## src/design/first_fit_block_allocator_defines.svh

```systemverilog
// assertion macros for the first-fit block allocator
`ifndef FIRST_FIT_BLOCK_ALLOCATOR_DEFINES_SVH
`define FIRST_FIT_BLOCK_ALLOCATOR_DEFINES_SVH

`ifndef SYNTHESIS

// same-cycle implication, disabled during reset
`define FFBA_ASSERT_IMPL(label, clk, rst_n, lhs, rhs) \
    label: assert property (@(posedge clk) disable iff (!rst_n) (lhs) |-> (rhs)) \
        else $error("ffba assertion failed");

// next-cycle implication, disabled during reset
`define FFBA_ASSERT_NEXT(label, clk, rst_n, lhs, rhs) \
    label: assert property (@(posedge clk) disable iff (!rst_n) (lhs) |=> (rhs)) \
        else $error("ffba assertion failed");

`else

`define FFBA_ASSERT_IMPL(label, clk, rst_n, lhs, rhs)
`define FFBA_ASSERT_NEXT(label, clk, rst_n, lhs, rhs)

`endif

`endif

```

## src/design/ffba_pkg.sv

```systemverilog
// shared types and constants for the first-fit block allocator
package ffba_pkg;

    // defaults for the top-level parameters
    localparam int MAX_BLOCKS_DEF = 16;
    localparam int SIZE_BITS_DEF  = 32;

    // fixed field widths
    localparam int CFG_W      = 5;
    localparam int LOAD_IDX_W = 4;
    localparam int FIELD_SZ_W = 32;

    // request modes
    localparam logic MODE_LOAD    = 1'b0;
    localparam logic MODE_REQUEST = 1'b1;

    typedef enum logic [0:0] {
        ST_IDLE,
        ST_SCAN
    } state_t;

    // controller to datapath commands
    typedef struct packed {
        logic capture;
        logic load_we;
        logic advance;
        logic commit;
    } ctrl_cmd_t;

    // datapath to controller status
    typedef struct packed {
        logic hit;
        logic last;
        logic out_free;
    } dp_status_t;

endpackage

```

## src/design/ffba_if.sv

```systemverilog
// request and result channel interfaces
interface ffba_req_if
    import ffba_pkg::*;
();
    logic                  valid;
    logic                  ready;
    logic                  mode;
    logic [LOAD_IDX_W-1:0] load_index;
    logic [FIELD_SZ_W-1:0] load_size;
    logic [FIELD_SZ_W-1:0] request_size;

    modport source (output valid, mode, load_index, load_size, request_size, input ready);
    modport sink (input valid, mode, load_index, load_size, request_size, output ready);
endinterface

interface ffba_rsp_if
    import ffba_pkg::*;
();
    logic                  valid;
    logic                  ready;
    logic                  granted;
    logic [LOAD_IDX_W-1:0] granted_index;
    logic [FIELD_SZ_W-1:0] granted_size;

    modport source (output valid, granted, granted_index, granted_size, input ready);
    modport sink (input valid, granted, granted_index, granted_size, output ready);
endinterface

```

## src/design/ffba_ctrl.sv

```systemverilog
// controller state machine for the first-fit block allocator
module ffba_ctrl
    import ffba_pkg::*;
(
    input  logic       clk,
    input  logic       rst_n,
    input  logic       in_valid,
    input  logic       in_mode,
    input  dp_status_t st,
    output logic       in_ready,
    output ctrl_cmd_t  cmd
);

    state_t state_reg;
    state_t state_next;

    // state register
    always_ff @(posedge clk or negedge rst_n)
    begin
        if (!rst_n)
        begin
            state_reg <= ST_IDLE;
        end
        else
        begin
            state_reg <= state_next;
        end
    end

    // next state and commands
    always_comb
    begin
        state_next  = state_reg;
        in_ready    = 1'b0;
        cmd.capture = 1'b0;
        cmd.load_we = 1'b0;
        cmd.advance = 1'b0;
        cmd.commit  = 1'b0;
        unique case (state_reg)
            ST_IDLE:
            begin
                in_ready = 1'b1;
                if (in_valid)
                begin
                    if (in_mode == MODE_LOAD)
                    begin
                        cmd.load_we = 1'b1;
                    end
                    else
                    begin
                        cmd.capture = 1'b1;
                        state_next  = ST_SCAN;
                    end
                end
            end
            ST_SCAN:
            begin
                if (st.hit || st.last)
                begin
                    // finish only when the result slot can take it
                    if (st.out_free)
                    begin
                        cmd.commit = 1'b1;
                        state_next = ST_IDLE;
                    end
                end
                else
                begin
                    cmd.advance = 1'b1;
                end
            end
            default:
            begin
                state_next = ST_IDLE;
            end
        endcase
    end

endmodule

```

## src/design/ffba_datapath.sv

```systemverilog
// block table, scan datapath and result register
`include "first_fit_block_allocator_defines.svh"

module ffba_datapath
    import ffba_pkg::*;
#(
    parameter int MAX_BLOCKS = MAX_BLOCKS_DEF,
    parameter int SIZE_BITS  = SIZE_BITS_DEF
)
(
    input  logic                  clk,
    input  logic                  rst_n,
    input  logic                  cfg_we,
    input  logic [CFG_W-1:0]      cfg_wdata,
    input  ctrl_cmd_t             cmd,
    output dp_status_t            st,
    input  logic [LOAD_IDX_W-1:0] load_index,
    input  logic [FIELD_SZ_W-1:0] load_size,
    input  logic [FIELD_SZ_W-1:0] request_size,
    input  logic                  out_ready,
    output logic                  out_valid,
    output logic                  granted,
    output logic [LOAD_IDX_W-1:0] granted_index,
    output logic [FIELD_SZ_W-1:0] granted_size
);

    localparam int IDX_W = (MAX_BLOCKS > 1) ? $clog2(MAX_BLOCKS) : 1;
    localparam int CNT_W = $clog2(MAX_BLOCKS + 1);
    localparam int CMP_W = (CNT_W > CFG_W) ? CNT_W : CFG_W;
    localparam int LIW   = (IDX_W > LOAD_IDX_W) ? IDX_W : LOAD_IDX_W;

    logic [CFG_W-1:0]      blocks_in_use_reg;
    logic [CNT_W-1:0]      limit_reg;
    logic [CNT_W-1:0]      limit_next;
    logic [SIZE_BITS-1:0]  req_size_reg;
    logic [IDX_W-1:0]      idx_reg;
    logic [SIZE_BITS-1:0]  rdata_reg;
    logic [SIZE_BITS-1:0]  mem [MAX_BLOCKS];
    logic [MAX_BLOCKS-1:0] taken_reg;
    logic                  out_valid_reg;
    logic                  granted_reg;
    logic [LOAD_IDX_W-1:0] granted_index_reg;
    logic [FIELD_SZ_W-1:0] granted_size_reg;

    logic [CMP_W-1:0]      cfg_ext;
    logic [CMP_W-1:0]      max_ext;
    logic [CNT_W-1:0]      idx_plus;
    logic [IDX_W-1:0]      rd_addr;
    logic [LIW-1:0]        lidx_ext;
    logic [IDX_W-1:0]      wr_addr;
    logic                  load_ok;
    logic                  mem_we;

    // participating block count, clamped to the table depth
    assign cfg_ext    = CMP_W'(blocks_in_use_reg);
    assign max_ext    = CMP_W'(MAX_BLOCKS);
    assign limit_next = CNT_W'((cfg_ext > max_ext) ? max_ext : cfg_ext);

    // configuration register
    always_ff @(posedge clk or negedge rst_n)
    begin
        if (!rst_n)
        begin
            blocks_in_use_reg <= '0;
        end
        else if (cfg_we)
        begin
            blocks_in_use_reg <= cfg_wdata;
        end
    end

    // load address decode, out-of-table loads dropped
    assign lidx_ext = LIW'(load_index);
    assign wr_addr  = lidx_ext[IDX_W-1:0];
    assign load_ok  = 32'(load_index) < 32'(MAX_BLOCKS);
    assign mem_we   = cmd.load_we && load_ok;

    // scan address: block 0 on capture, next block on advance
    assign idx_plus = CNT_W'(idx_reg) + CNT_W'(1);
    always_comb
    begin
        if (cmd.capture)
        begin
            rd_addr = '0;
        end
        else if (cmd.advance)
        begin
            rd_addr = IDX_W'(idx_plus);
        end
        else
        begin
            rd_addr = idx_reg;
        end
    end

    // size table with registered read
    always_ff @(posedge clk)
    begin
        if (mem_we)
        begin
            mem[wr_addr] <= SIZE_BITS'(load_size);
        end
        rdata_reg <= mem[rd_addr];
    end

    // request capture and scan index
    always_ff @(posedge clk or negedge rst_n)
    begin
        if (!rst_n)
        begin
            idx_reg <= '0;
        end
        else if (cmd.capture)
        begin
            idx_reg <= '0;
        end
        else if (cmd.advance)
        begin
            idx_reg <= IDX_W'(idx_plus);
        end
    end

    always_ff @(posedge clk)
    begin
        if (cmd.capture)
        begin
            req_size_reg <= SIZE_BITS'(request_size);
            limit_reg    <= limit_next;
        end
    end

    // fit test on the block now read out
    assign st.hit      = (limit_reg != '0) && !taken_reg[idx_reg] && (req_size_reg <= rdata_reg);
    assign st.last     = (limit_reg == '0) || (idx_plus == limit_reg);
    assign st.out_free = !out_valid_reg || out_ready;

    // taken flags: load clears, grant sets
    always_ff @(posedge clk or negedge rst_n)
    begin
        if (!rst_n)
        begin
            taken_reg <= '0;
        end
        else if (mem_we)
        begin
            taken_reg[wr_addr] <= 1'b0;
        end
        else if (cmd.commit && st.hit)
        begin
            taken_reg[idx_reg] <= 1'b1;
        end
    end

    // result register
    always_ff @(posedge clk or negedge rst_n)
    begin
        if (!rst_n)
        begin
            out_valid_reg <= 1'b0;
        end
        else if (cmd.commit)
        begin
            out_valid_reg <= 1'b1;
        end
        else if (out_ready)
        begin
            out_valid_reg <= 1'b0;
        end
    end

    always_ff @(posedge clk)
    begin
        if (cmd.commit)
        begin
            granted_reg       <= st.hit;
            granted_index_reg <= st.hit ? LOAD_IDX_W'(idx_reg) : '0;
            granted_size_reg  <= st.hit ? FIELD_SZ_W'(rdata_reg) : '0;
        end
    end

    assign out_valid     = out_valid_reg;
    assign granted       = granted_reg;
    assign granted_index = granted_index_reg;
    assign granted_size  = granted_size_reg;

    // checks
    `FFBA_ASSERT_IMPL(a_commit_slot_free, clk, rst_n, cmd.commit, !out_valid_reg || out_ready)
    `FFBA_ASSERT_NEXT(a_grant_marks_taken, clk, rst_n, cmd.commit && st.hit, taken_reg[$past(idx_reg)])
    `FFBA_ASSERT_IMPL(a_miss_fields_zero, clk, rst_n, out_valid_reg && !granted_reg, (granted_index_reg == '0) && (granted_size_reg == '0))

endmodule

```

## src/design/first_fit_block_allocator.sv

```systemverilog
// top level of the first-fit block allocator
//
//  channel  dir  handshake        payload
//  req      in   valid / ready    mode, load_index, load_size, request_size
//  rsp      out  valid / ready    granted, granted_index, granted_size
//  cfg      in   cfg_we           cfg_wdata = blocks_in_use
//
// a load gives no result
// a request scans the table one block at a time, set by
// the single registered read port of the size table
// reset clears the taken flags and the block count at once; no clearing pass
// a result waiting on rsp.ready holds the scan at its last block until taken
module first_fit_block_allocator
    import ffba_pkg::*;
#(
    parameter int MAX_BLOCKS = MAX_BLOCKS_DEF,
    parameter int SIZE_BITS  = SIZE_BITS_DEF
)
(
    input  logic             clk,
    input  logic             rst_n,
    input  logic             cfg_we,
    input  logic [CFG_W-1:0] cfg_wdata,
    ffba_req_if.sink         req,
    ffba_rsp_if.source       rsp
);

    ctrl_cmd_t  cmd;
    dp_status_t st;

    // controller
    ffba_ctrl u_ctrl (
        .clk      (clk),
        .rst_n    (rst_n),
        .in_valid (req.valid),
        .in_mode  (req.mode),
        .st       (st),
        .in_ready (req.ready),
        .cmd      (cmd)
    );

    // datapath
    ffba_datapath #(
        .MAX_BLOCKS (MAX_BLOCKS),
        .SIZE_BITS  (SIZE_BITS)
    ) u_datapath (
        .clk           (clk),
        .rst_n         (rst_n),
        .cfg_we        (cfg_we),
        .cfg_wdata     (cfg_wdata),
        .cmd           (cmd),
        .st            (st),
        .load_index    (req.load_index),
        .load_size     (req.load_size),
        .request_size  (req.request_size),
        .out_ready     (rsp.ready),
        .out_valid     (rsp.valid),
        .granted       (rsp.granted),
        .granted_index (rsp.granted_index),
        .granted_size  (rsp.granted_size)
    );

endmodule
```

## src/flat_wrapper.sv

```systemverilog
// flat-port wrapper written by rule: the top's interface ports become plain ports
module first_fit_block_allocator_flat import ffba_pkg::*;
#(
    parameter int MAX_BLOCKS = MAX_BLOCKS_DEF,
    parameter int SIZE_BITS  = SIZE_BITS_DEF
)
  (clk, rst_n, cfg_we, cfg_wdata, req_valid, req_mode, req_load_index, req_load_size, req_request_size, req_ready, rsp_valid, rsp_granted, rsp_granted_index, rsp_granted_size, rsp_ready);
  ffba_req_if req_i ();
  ffba_rsp_if rsp_i ();
  input  logic clk;
  input  logic rst_n;
  input  logic cfg_we;
  input  logic [CFG_W-1:0] cfg_wdata;
  input wire logic [$bits(req_i.valid)-1:0] req_valid;
  input wire logic [$bits(req_i.mode)-1:0] req_mode;
  input wire logic [$bits(req_i.load_index)-1:0] req_load_index;
  input wire logic [$bits(req_i.load_size)-1:0] req_load_size;
  input wire logic [$bits(req_i.request_size)-1:0] req_request_size;
  output wire logic [$bits(req_i.ready)-1:0] req_ready;
  output wire logic [$bits(rsp_i.valid)-1:0] rsp_valid;
  output wire logic [$bits(rsp_i.granted)-1:0] rsp_granted;
  output wire logic [$bits(rsp_i.granted_index)-1:0] rsp_granted_index;
  output wire logic [$bits(rsp_i.granted_size)-1:0] rsp_granted_size;
  input wire logic [$bits(rsp_i.ready)-1:0] rsp_ready;
  assign req_i.valid = req_valid;
  assign req_i.mode = req_mode;
  assign req_i.load_index = req_load_index;
  assign req_i.load_size = req_load_size;
  assign req_i.request_size = req_request_size;
  assign req_ready = req_i.ready;
  assign rsp_valid = rsp_i.valid;
  assign rsp_granted = rsp_i.granted;
  assign rsp_granted_index = rsp_i.granted_index;
  assign rsp_granted_size = rsp_i.granted_size;
  assign rsp_i.ready = rsp_ready;
  first_fit_block_allocator #(.MAX_BLOCKS(MAX_BLOCKS), .SIZE_BITS(SIZE_BITS)) u_core (.clk(clk), .rst_n(rst_n), .cfg_we(cfg_we), .cfg_wdata(cfg_wdata), .req(req_i), .rsp(rsp_i));
endmodule
```

## config.mk

```make
export PLATFORM = sky130hd
export DESIGN_NAME = first_fit_block_allocator_flat
export DESIGN_NICKNAME = d
export VERILOG_FILES = /design/src/design/ffba_pkg.sv /design/src/design/ffba_if.sv /design/src/design/ffba_ctrl.sv /design/src/design/ffba_datapath.sv /design/src/design/first_fit_block_allocator.sv /design/src/flat_wrapper.sv
export VERILOG_INCLUDE_DIRS = /design/src /design/src/design
export SDC_FILE = /design/constraint.sdc
export NUM_CORES = 1
export LEC_CHECK = 0
export BUFFER_PORTS_ARGS = -buffer_cell sky130_fd_sc_hd__buf_4
export CAP_MARGIN = 10
export CORE_UTILIZATION = 61
export CTS_BUF_LIST = sky130_fd_sc_hd__clkbuf_8 sky130_fd_sc_hd__clkbuf_16
export CTS_CLUSTER_SIZE = 14
export DETAILED_ROUTE_END_ITERATION = 8
export HOLD_SLACK_MARGIN = 0.02
export PLACE_DENSITY = 0.79
export SLEW_MARGIN = 20
export SYNTH_ARGS = -nofsm -noshare
export SYNTH_HDL_FRONTEND = slang
export SYNTH_SLANG_ARGS = --single-unit
```

## constraint.sdc

```tcl
create_clock -name clk -period 4.7 [get_ports clk]
set_input_delay 0.235 -clock clk [delete_from_list [all_inputs] [get_ports clk]]
set_output_delay 0.235 -clock clk [all_outputs]
set_load 0.005 [all_outputs]
```

==> results of run 1 <==
-- cell usage in the layout (no fill, tap or decap), types with 8 or more instances in the layout --
| cell | instances |
|---|---|
| o21ai_0 | 20 |
| nand2_1 | 170 |
| nand4_1 | 41 |
| mux2_1 | 70 |
| o211ai_1 | 130 |
| dlygate4sd3_1 | 78 |
| clkinv_2 | 12 |
| nor2_1 | 11 |
| nor2_4 | 14 |
| a21oi_1 | 16 |
| buf_12 | 8 |
| clkinv_1 | 10 |
| mux2i_1 | 130 |
| clkbuf_16 | 62 |
| inv_1 | 63 |
| dfxtp_1 | 32 |
| dfrtp_1 | 27 |
| mux2_2 | 63 |
| edfxtp_1 | 586 |
| ha_1 | 36 |
| buf_4 | 144 |
| nor3_1 | 35 |
-- Yosys cell counts (4+ instances only) --
library cell / number / area [µm²]
o211ai_1: 130 / 975.9
edfxtp_1: 586 / 17600
nand3_1: 5 / 25.02
nor2b_1: 8 / 50.05
nor3_1: 39 / 195.2
o21ai_1: 4 / 20.02
mux4_2: 5 / 112.6
mux2_2: 63 / 709.4
dfxtp_1: 32 / 640.6
nand4_1: 41 / 256.5
clkbuf_1: 27 / 101.4
nor2_1: 25 / 93.84
mux2i_1: 131 / 1311
buf_2: 17 / 85.08
mux2_1: 70 / 788.3
o21ai_0: 20 / 100.1
buf_6: 10 / 112.6
nand2_1: 170 / 638.1
buf_1: 13 / 48.80
nand2b_1: 6 / 37.54
dfrtp_1: 27 / 675.7
inv_1: 45 / 168.9
and2_1: 5 / 31.28
ha_1: 36 / 450.4
a21oi_1: 16 / 80.08
buf_4: 17 / 127.6
-- cell families after synthesis --
kind of cell / Yosys count / synth area share [%]
multiplexers: 269 / 11.35
buffers and inverters: 131 / 2.533
AO/OA/AOI/OAI: 187 / 5.139
adder cells (fa/ha/maj): 36 / 1.750
flip-flops: 645 / 73.49
XOR/XNOR: 4 / 0.1362
AND/OR/NAND/NOR: 313 / 5.596
-- critical path, cell delays in order (launching register included) --
cell and delay, ps:
dfxtp_1 400, inv_1 90, ha_1 290, nand4_1 190, or4_1 560, nor4_1 500
o21ai_2 200, o211ai_1 240, mux2i_1 620, nor2b_4 270, buf_4 500, o211ai_1 200
nand4_1 260
-- worst paths after layout --
kind	slack (ps)	depth (start not counted)	end	start
hold reg to reg	520	2	u_core.u_datapath.out_valid	u_core.u_datapath.out_valid
hold / removal	90	2	u_core.u_datapath.blocks_in_use_reg[2]	rst_n
max in group asynchronous	4350	2	u_core.u_datapath.taken_reg[7]	rst_n
min in group clk	320	4	u_core.u_datapath.taken_reg[10]	req_load_index[3]
setup / recovery	230	12	u_core.u_datapath.rdata_reg[12]	u_core.u_datapath.rdata_reg[31]
setup reg to reg	230	12	u_core.u_datapath.rdata_reg[12]	u_core.u_datapath.rdata_reg[31]
-- metal layers --
layer | global-route usage (%) | vias up | routed length (µm)
li1 | - | 6511 | -
met1 | 36.48 | 7222 | 23730
met2 | 44.49 | 587 | 28080
met3 | 5.174 | 128 | 4174
met4 | 10.01 | 2 | 1793
met5 | 0 | - | 12
-- per-stage QoR --
stage	worst slack (ps)	power (mW)	utilization, %	hold WS [ps]	cells
after CTS	367.7	20.29	73.05	53.51	2378
after global routing	90.88	21.24	73.05	109.6	2378
after detailed placement	421.3	15.40	66.31	167.3	2185
after floorplan	514.2	13.47	-	-60.59	1585
final	231.8	20.31	73.05	86.55	2378
after global placement	504.2	15.20	66.31	160.2	2185
-- area by class of cell --
cell class	count	area, µm²	share of cell area, %
Clock buffer	67	1620	5.384
Clock inverter	48	372.9	1.239
Inverter	47	176.4	0.5862
Multi-Input combinational cell	809	6326	21.02
Sequential cell	645	18910	62.84
Tap cell	532	665.6	2.212
Timing Repair Buffer	230	2022	6.718
-- where the power goes --
part | total (mW) | leakage [nW] | internal [mW] | switching, mW
clock | 4.83 | 1.05 | 2.79 | 2.04
combinational | 8.36 | 3.82 | 3.45 | 4.90
sequential | 7.12 | 5.89 | 6.88 | 0.248
total | 20.3 | 10.8 | 13.1 | 7.19
==> results by group, run 1 <==
Outcome
  – Status: finished, final reports clean

Floorplanning
  – Die height: 207.4 µm
  – Core area: 0.04120 mm²
  – Chip Width: 207.4 µm
  – Std-Cell Rows: 74
  – Initial Utilization: 62.46%
  – Die ar.: 0.04301 mm²
  – Io pins: 118

Global route
  – GRT overflow: 0
  – Initial antenna violation count: 1
  – Largest net degree at the start of global routing: 75
  – First-pass GRT wire length: 86940 µm
  – Total GRT Usage: 27.14%
  – Vias in the first global route: 14.71k

Final layout
  – Layout cell share with drive strength beyond 1: 18.20%
  – Max reg flops: 512
  – Fill cell count: 2421
  – Area growth syn-to-layout: 16.95%
  – Antenna cell count: 0
  – Top reg by flops: u_core.u_datapath.mem
  – Final nets: 1909
  – Fin area: 0.03010 mm²

Detailed routing
  – Post-route ant nets: 0
  – Drt total wl: 57800 µm
  – DRC viols: 0
  – Vias per cell: 6.077
  – Total number of vias: 14.45k
  – DRT iter0 DRCs: 1539
  – Initial DRT Pass Iterations: 5
  – DR WL/cell: 24.30 µm

Synth
  – Ys async rst share: 4.186%
  – Synth Cell Area: 0.02573 mm²
  – Post-synth EDFFs: 586
  – Post-synthesis instance total: 1585
  – Post-synthesis sequential area ratio: 73.49%
  – Seq cells post-synth: 645
  – Post-synthesis cell type count: 53
  – Main synth FF type: edfxtp_1
  – Mean Syn Cell Area: 16.24 µm²
  – Synth Warn #: 0
  – Syn Nets: 1700

Worst setup path
  – Crit Path Max Fanout: 32
  – Critical Path RT: 5210 ps
  – Setup Crit Path Kind: register to register
  – Startpoint Class: register
  – CP endpoint kind: register
  – CP arrival: 4980 ps

STA
  – TNS Setup: 0 ps
  – Fmax: 223.8 MHz
  – Slew Limit Fails: 0
  – Tightest Pin Transition: 1101 ps
  – Final hold violations: 0
  – Final setup fails: 0
  – Skew final: 24.18 ps
  – Slew HR: 26.40%
  – RSZ-0062 raised after global routing: no
  – Crit share post-route: 95.07%
  – Tmin final: 4468 ps

Clocking
  – CTS sink cnt: 645
  – CTS max path bufs: 3
  – Post-CTS Hold Buffers: 78
  – CTS buffer count: 61
  – CTS resizes: 0
  – TritonCTS clock tree: built
  – Clock Tree Root: clkbuf_16
  – Post-CTS Setup Bufs: 0
  – Register clock-pin slew on the reported worst setup and hold paths: 60 ps
  – Worst-Skew Late Latency: 630 ps
  – H-tree depth: 2

Power and ir drop
  – Pleak: 10.76 nW
  – Pwr/cell area: 674.8 mW/mm²
  – Max VDD drop: 886.9 µV

Job
  – MaxCap Viol Count: 0

Place
  – PortBufs: 117
  – Post-DP Area: 0.02732 mm²
  – GP Congestion: 0.9028
  – DP HPWL: 32090 µm

Worst hold path
  – Class of the worst hold path: input port to asynchronous set/reset pin
No activity file was read; power rests on OpenSTA's default activity.
==> inputs of run 2 (changes only) <==
==> constraint.sdc (replaced) <==
create_clock -name clk -period 4.7 [get_ports clk]
set_input_delay 0.705 -clock clk [delete_from_list [all_inputs] [get_ports clk]]
set_output_delay 0.705 -clock clk [all_outputs]
set_load 0.005 [all_outputs]
==> run 2 against run 1 <==
Power decreased by 0.59%; first-iteration DRC count decreased by 5.5%; register-to-register slack improved by 100 ps; flip-flop and latch count unchanged; worst setup slack improved by 100 ps; worst hold slack improved by 170 ps; sequential power about the same; critical endpoint unchanged; core utilization decreased by 1.9 points; final cell count decreased by 3.2%; global-route usage decreased by 0.48 points.
==> results by group, run 2 (synthesis gave the netlist of run 1 again) <==
Outcome
  – Status: finished, final reports clean

Worst setup path
  – Setup Crit Path Kind: register to register
  – Startpoint Class: register
  – Worst r2r path cells: 12 (unchanged)
  – Slowest stage delay, CP: 630 ps (about the same)
  – FF-to-FF setup slack: 330 ps (+100 ps)
  – CP arrival: 4870 ps (-110 ps)
  – R2R Path Start: u_core.u_datapath.rdata_reg[31]
  – Critical path's slowest cell: mux2i_1
  – Crit Path Max Fanout: 32 (unchanged)
  – CP endpoint kind: register
  – CP Buf/Inv Count: 2 (unchanged)
  – CP top delay family: simple AND/OR/NAND/NOR gates
  – Critical-path cell list: inv_1 > ha_1 > nand4_1 > or4_1 > nor4_1 > o21ai_2 > o211ai_1 > mux2i_1 > nor2b_4 > buf_4 > o211ai_1 > nand4_1
  – R2r endpoint: u_core.u_datapath.rdata_reg[12]
  – Critical Path RT: 5210 ps (about the same)

Detailed routing
  – DRC viols: 0 (unchanged)
  – Post-route ant nets: 0 (unchanged)
  – Drt total wl: 57150 µm (-1.1%)
  – Vias per cell: 6.217 (+2.3%)
  – Total number of vias: 14.32k (-0.91%)
  – DR WL/cell: 24.82 µm (+2.1%)
  – DRT iter0 DRCs: 1455 (-5.5%)
  – Initial DRT Pass Iterations: 5 (unchanged)

Clocking
  – H-tree depth: 2 (unchanged)
  – CTS max path bufs: 3 (unchanged)
  – Post-CTS Setup Bufs: 0 (unchanged)
  – CTS buffer count: 59 (-3.3%)
  – Worst-Skew Late Latency: 620 ps (about the same)
  – Clock Tree Root: clkbuf_16
  – TritonCTS clock tree: built
  – CTS sink cnt: 645 (unchanged)
  – Register clock-pin slew on the reported worst setup and hold paths: 60 ps (about the same)

Floorplanning
  – Die ar.: 0.04301 mm² (unchanged)
  – Std-Cell Rows: 74 (unchanged)
  – Initial Utilization: 62.46% (unchanged)
  – Die height: 207.4 µm (unchanged)
  – Chip Width: 207.4 µm (unchanged)
  – Core area: 0.04120 mm² (unchanged)
  – Io pins: 118 (unchanged)

Job
  – MaxCap Viol Count: 0 (unchanged)

Final layout
  – Most frequent cells in the layout: edfxtp_1 (586), nand2_1 (170), buf_4 (146), o211ai_1 (130), mux2i_1 (130)
  – Top reg by flops: u_core.u_datapath.mem
  – Layout cell share with drive strength beyond 1: 19.22% (+1.0 points)
  – Final nets: 1833 (-4.0%)
  – Core Util, Final: 71.14% (-1.9 points)
  – Commonest non-fill, non-tap cell in the layout: edfxtp_1
  – Post-Layout Cell Count: 2303 (-3.2%)
  – Area growth syn-to-layout: 13.91%
  – Max reg flops: 512 (unchanged)

STA
  – Crit share post-route: 92.87% (-2.2 points)
  – Tightest Pin Transition: 897.2 ps (-204.3 ps)
  – Slew Limit Fails: 0 (unchanged)
  – TNS Setup: 0 ps (unchanged)
  – Skew final: 19.17 ps (-5.002 ps)
  – Slew HR: 40.05% (+14 points)
  – Fmax: 229.1 MHz (+2.4%)
  – RSZ-0062 raised after global routing: no
  – Final setup fails: 0 (unchanged)
  – Final hold violations: 0 (unchanged)
  – Tmin final: 4365 ps (-103.0 ps)

Global route
  – First-pass GRT wire length: 85880 µm (-1.2%)
  – Initial antenna violation count: 1 (unchanged)
  – Total GRT Usage: 26.66% (-0.48 points)
  – Largest net degree at the start of global routing: 89 (+19%)
  – Vias in the first global route: 14.32k (-2.7%)
  – GRT overflow: 0 (unchanged)

Place
  – GP Congestion: 0.8875 (-1.7%)
  – PortBufs: 117 (unchanged)
  – Placed Cells: 2188 (+0.14%)
  – DP HPWL: 31950 µm (-0.44%)

Power and ir drop
  – Max VDD drop: 725.6 µV (-18%)
  – Pleak: 10.42 nW (-3.2%)
  – Pwr/cell area: 688.7 mW/mm² (+2.1%)

Worst hold path
  – Class of the worst hold path: input port to register
  – Hold Path Origin: req_request_size[12]
  – Hold path depth: 1
  – Worst Hold Path EP: u_core.u_datapath.req_size_reg[12]
-- run 2: through the flow --
| step | setup WS (ps) | power [mW] | cell area [µm²] | hold slack [ps] |
|---|---|---|---|---|
| detailed placement | 460.7 | 15.47 | 27360 | 494.8 |
| global placement | 591.6 | 15.29 | 27360 | 494.0 |
| floorplan | 514.2 | 13.47 | 25730 | 409.4 |
| global route | 189.1 | 21.12 | 29310 | 236.8 |
| finish | 334.9 | 20.19 | 29310 | 260.2 |
| CTS | 431.0 | 20.22 | 29310 | 238.3 |
-- run 2: final cells by class --
| class | count | area, µm² |
|---|---|---|
| timing repair buffer | 156 | 1286 |
| fill | 2465 | 11890 |
| antenna | 2 | 5.005 |
| sequential | 645 | 18910 |
| multi-input combinational | 809 | 6326 |
| clock inverter | 43 | 304.0 |
| clock buffer | 69 | 1637 |
| inverter | 47 | 176.4 |
| tap | 532 | 665.6 |
-- run 2: metal layers --
layer	routed length, µm	track usage [%]
met1	23420	36.58
met2	27690	43.53
met3	4502	5.023
met4	1548	8.543
met5	0	0
-- run 2: what timing repair did --
| item | 4_1_cts | 5_1_grt |
|---|---|---|
| gates resized for setup | 0 | 0 |
| endpoints found under the hold margin | 27 | 0 |
| hold buffers | 1 | 0 |
-- run 2: worst max-delay path by stage --
stage                                     from                              end  depth (start not counted)
2_1_floorplan     u_core.u_datapath.idx_reg[0]        u_core.u_datapath.granted                          8
3_3_place_gp      u_core.u_datapath.idx_reg[0]  u_core.u_datapath.rdata_reg[12]                         11
3_5_place_dp      u_core.u_datapath.idx_reg[0]  u_core.u_datapath.rdata_reg[12]                          9
4_1_cts        u_core.u_datapath.rdata_reg[31]  u_core.u_datapath.rdata_reg[12]                         12
5_1_grt        u_core.u_datapath.rdata_reg[30]  u_core.u_datapath.rdata_reg[12]                         12
6_report       u_core.u_datapath.rdata_reg[31]  u_core.u_datapath.rdata_reg[12]                         12
-- run 2: power breakdown --
group          switching (mW)  leakage, nW  total, mW  internal [mW]
clock                    2.03         1.01       4.73           2.69
sequential              0.252         5.89       7.13           6.87
combinational            4.89         3.52       8.34           3.45
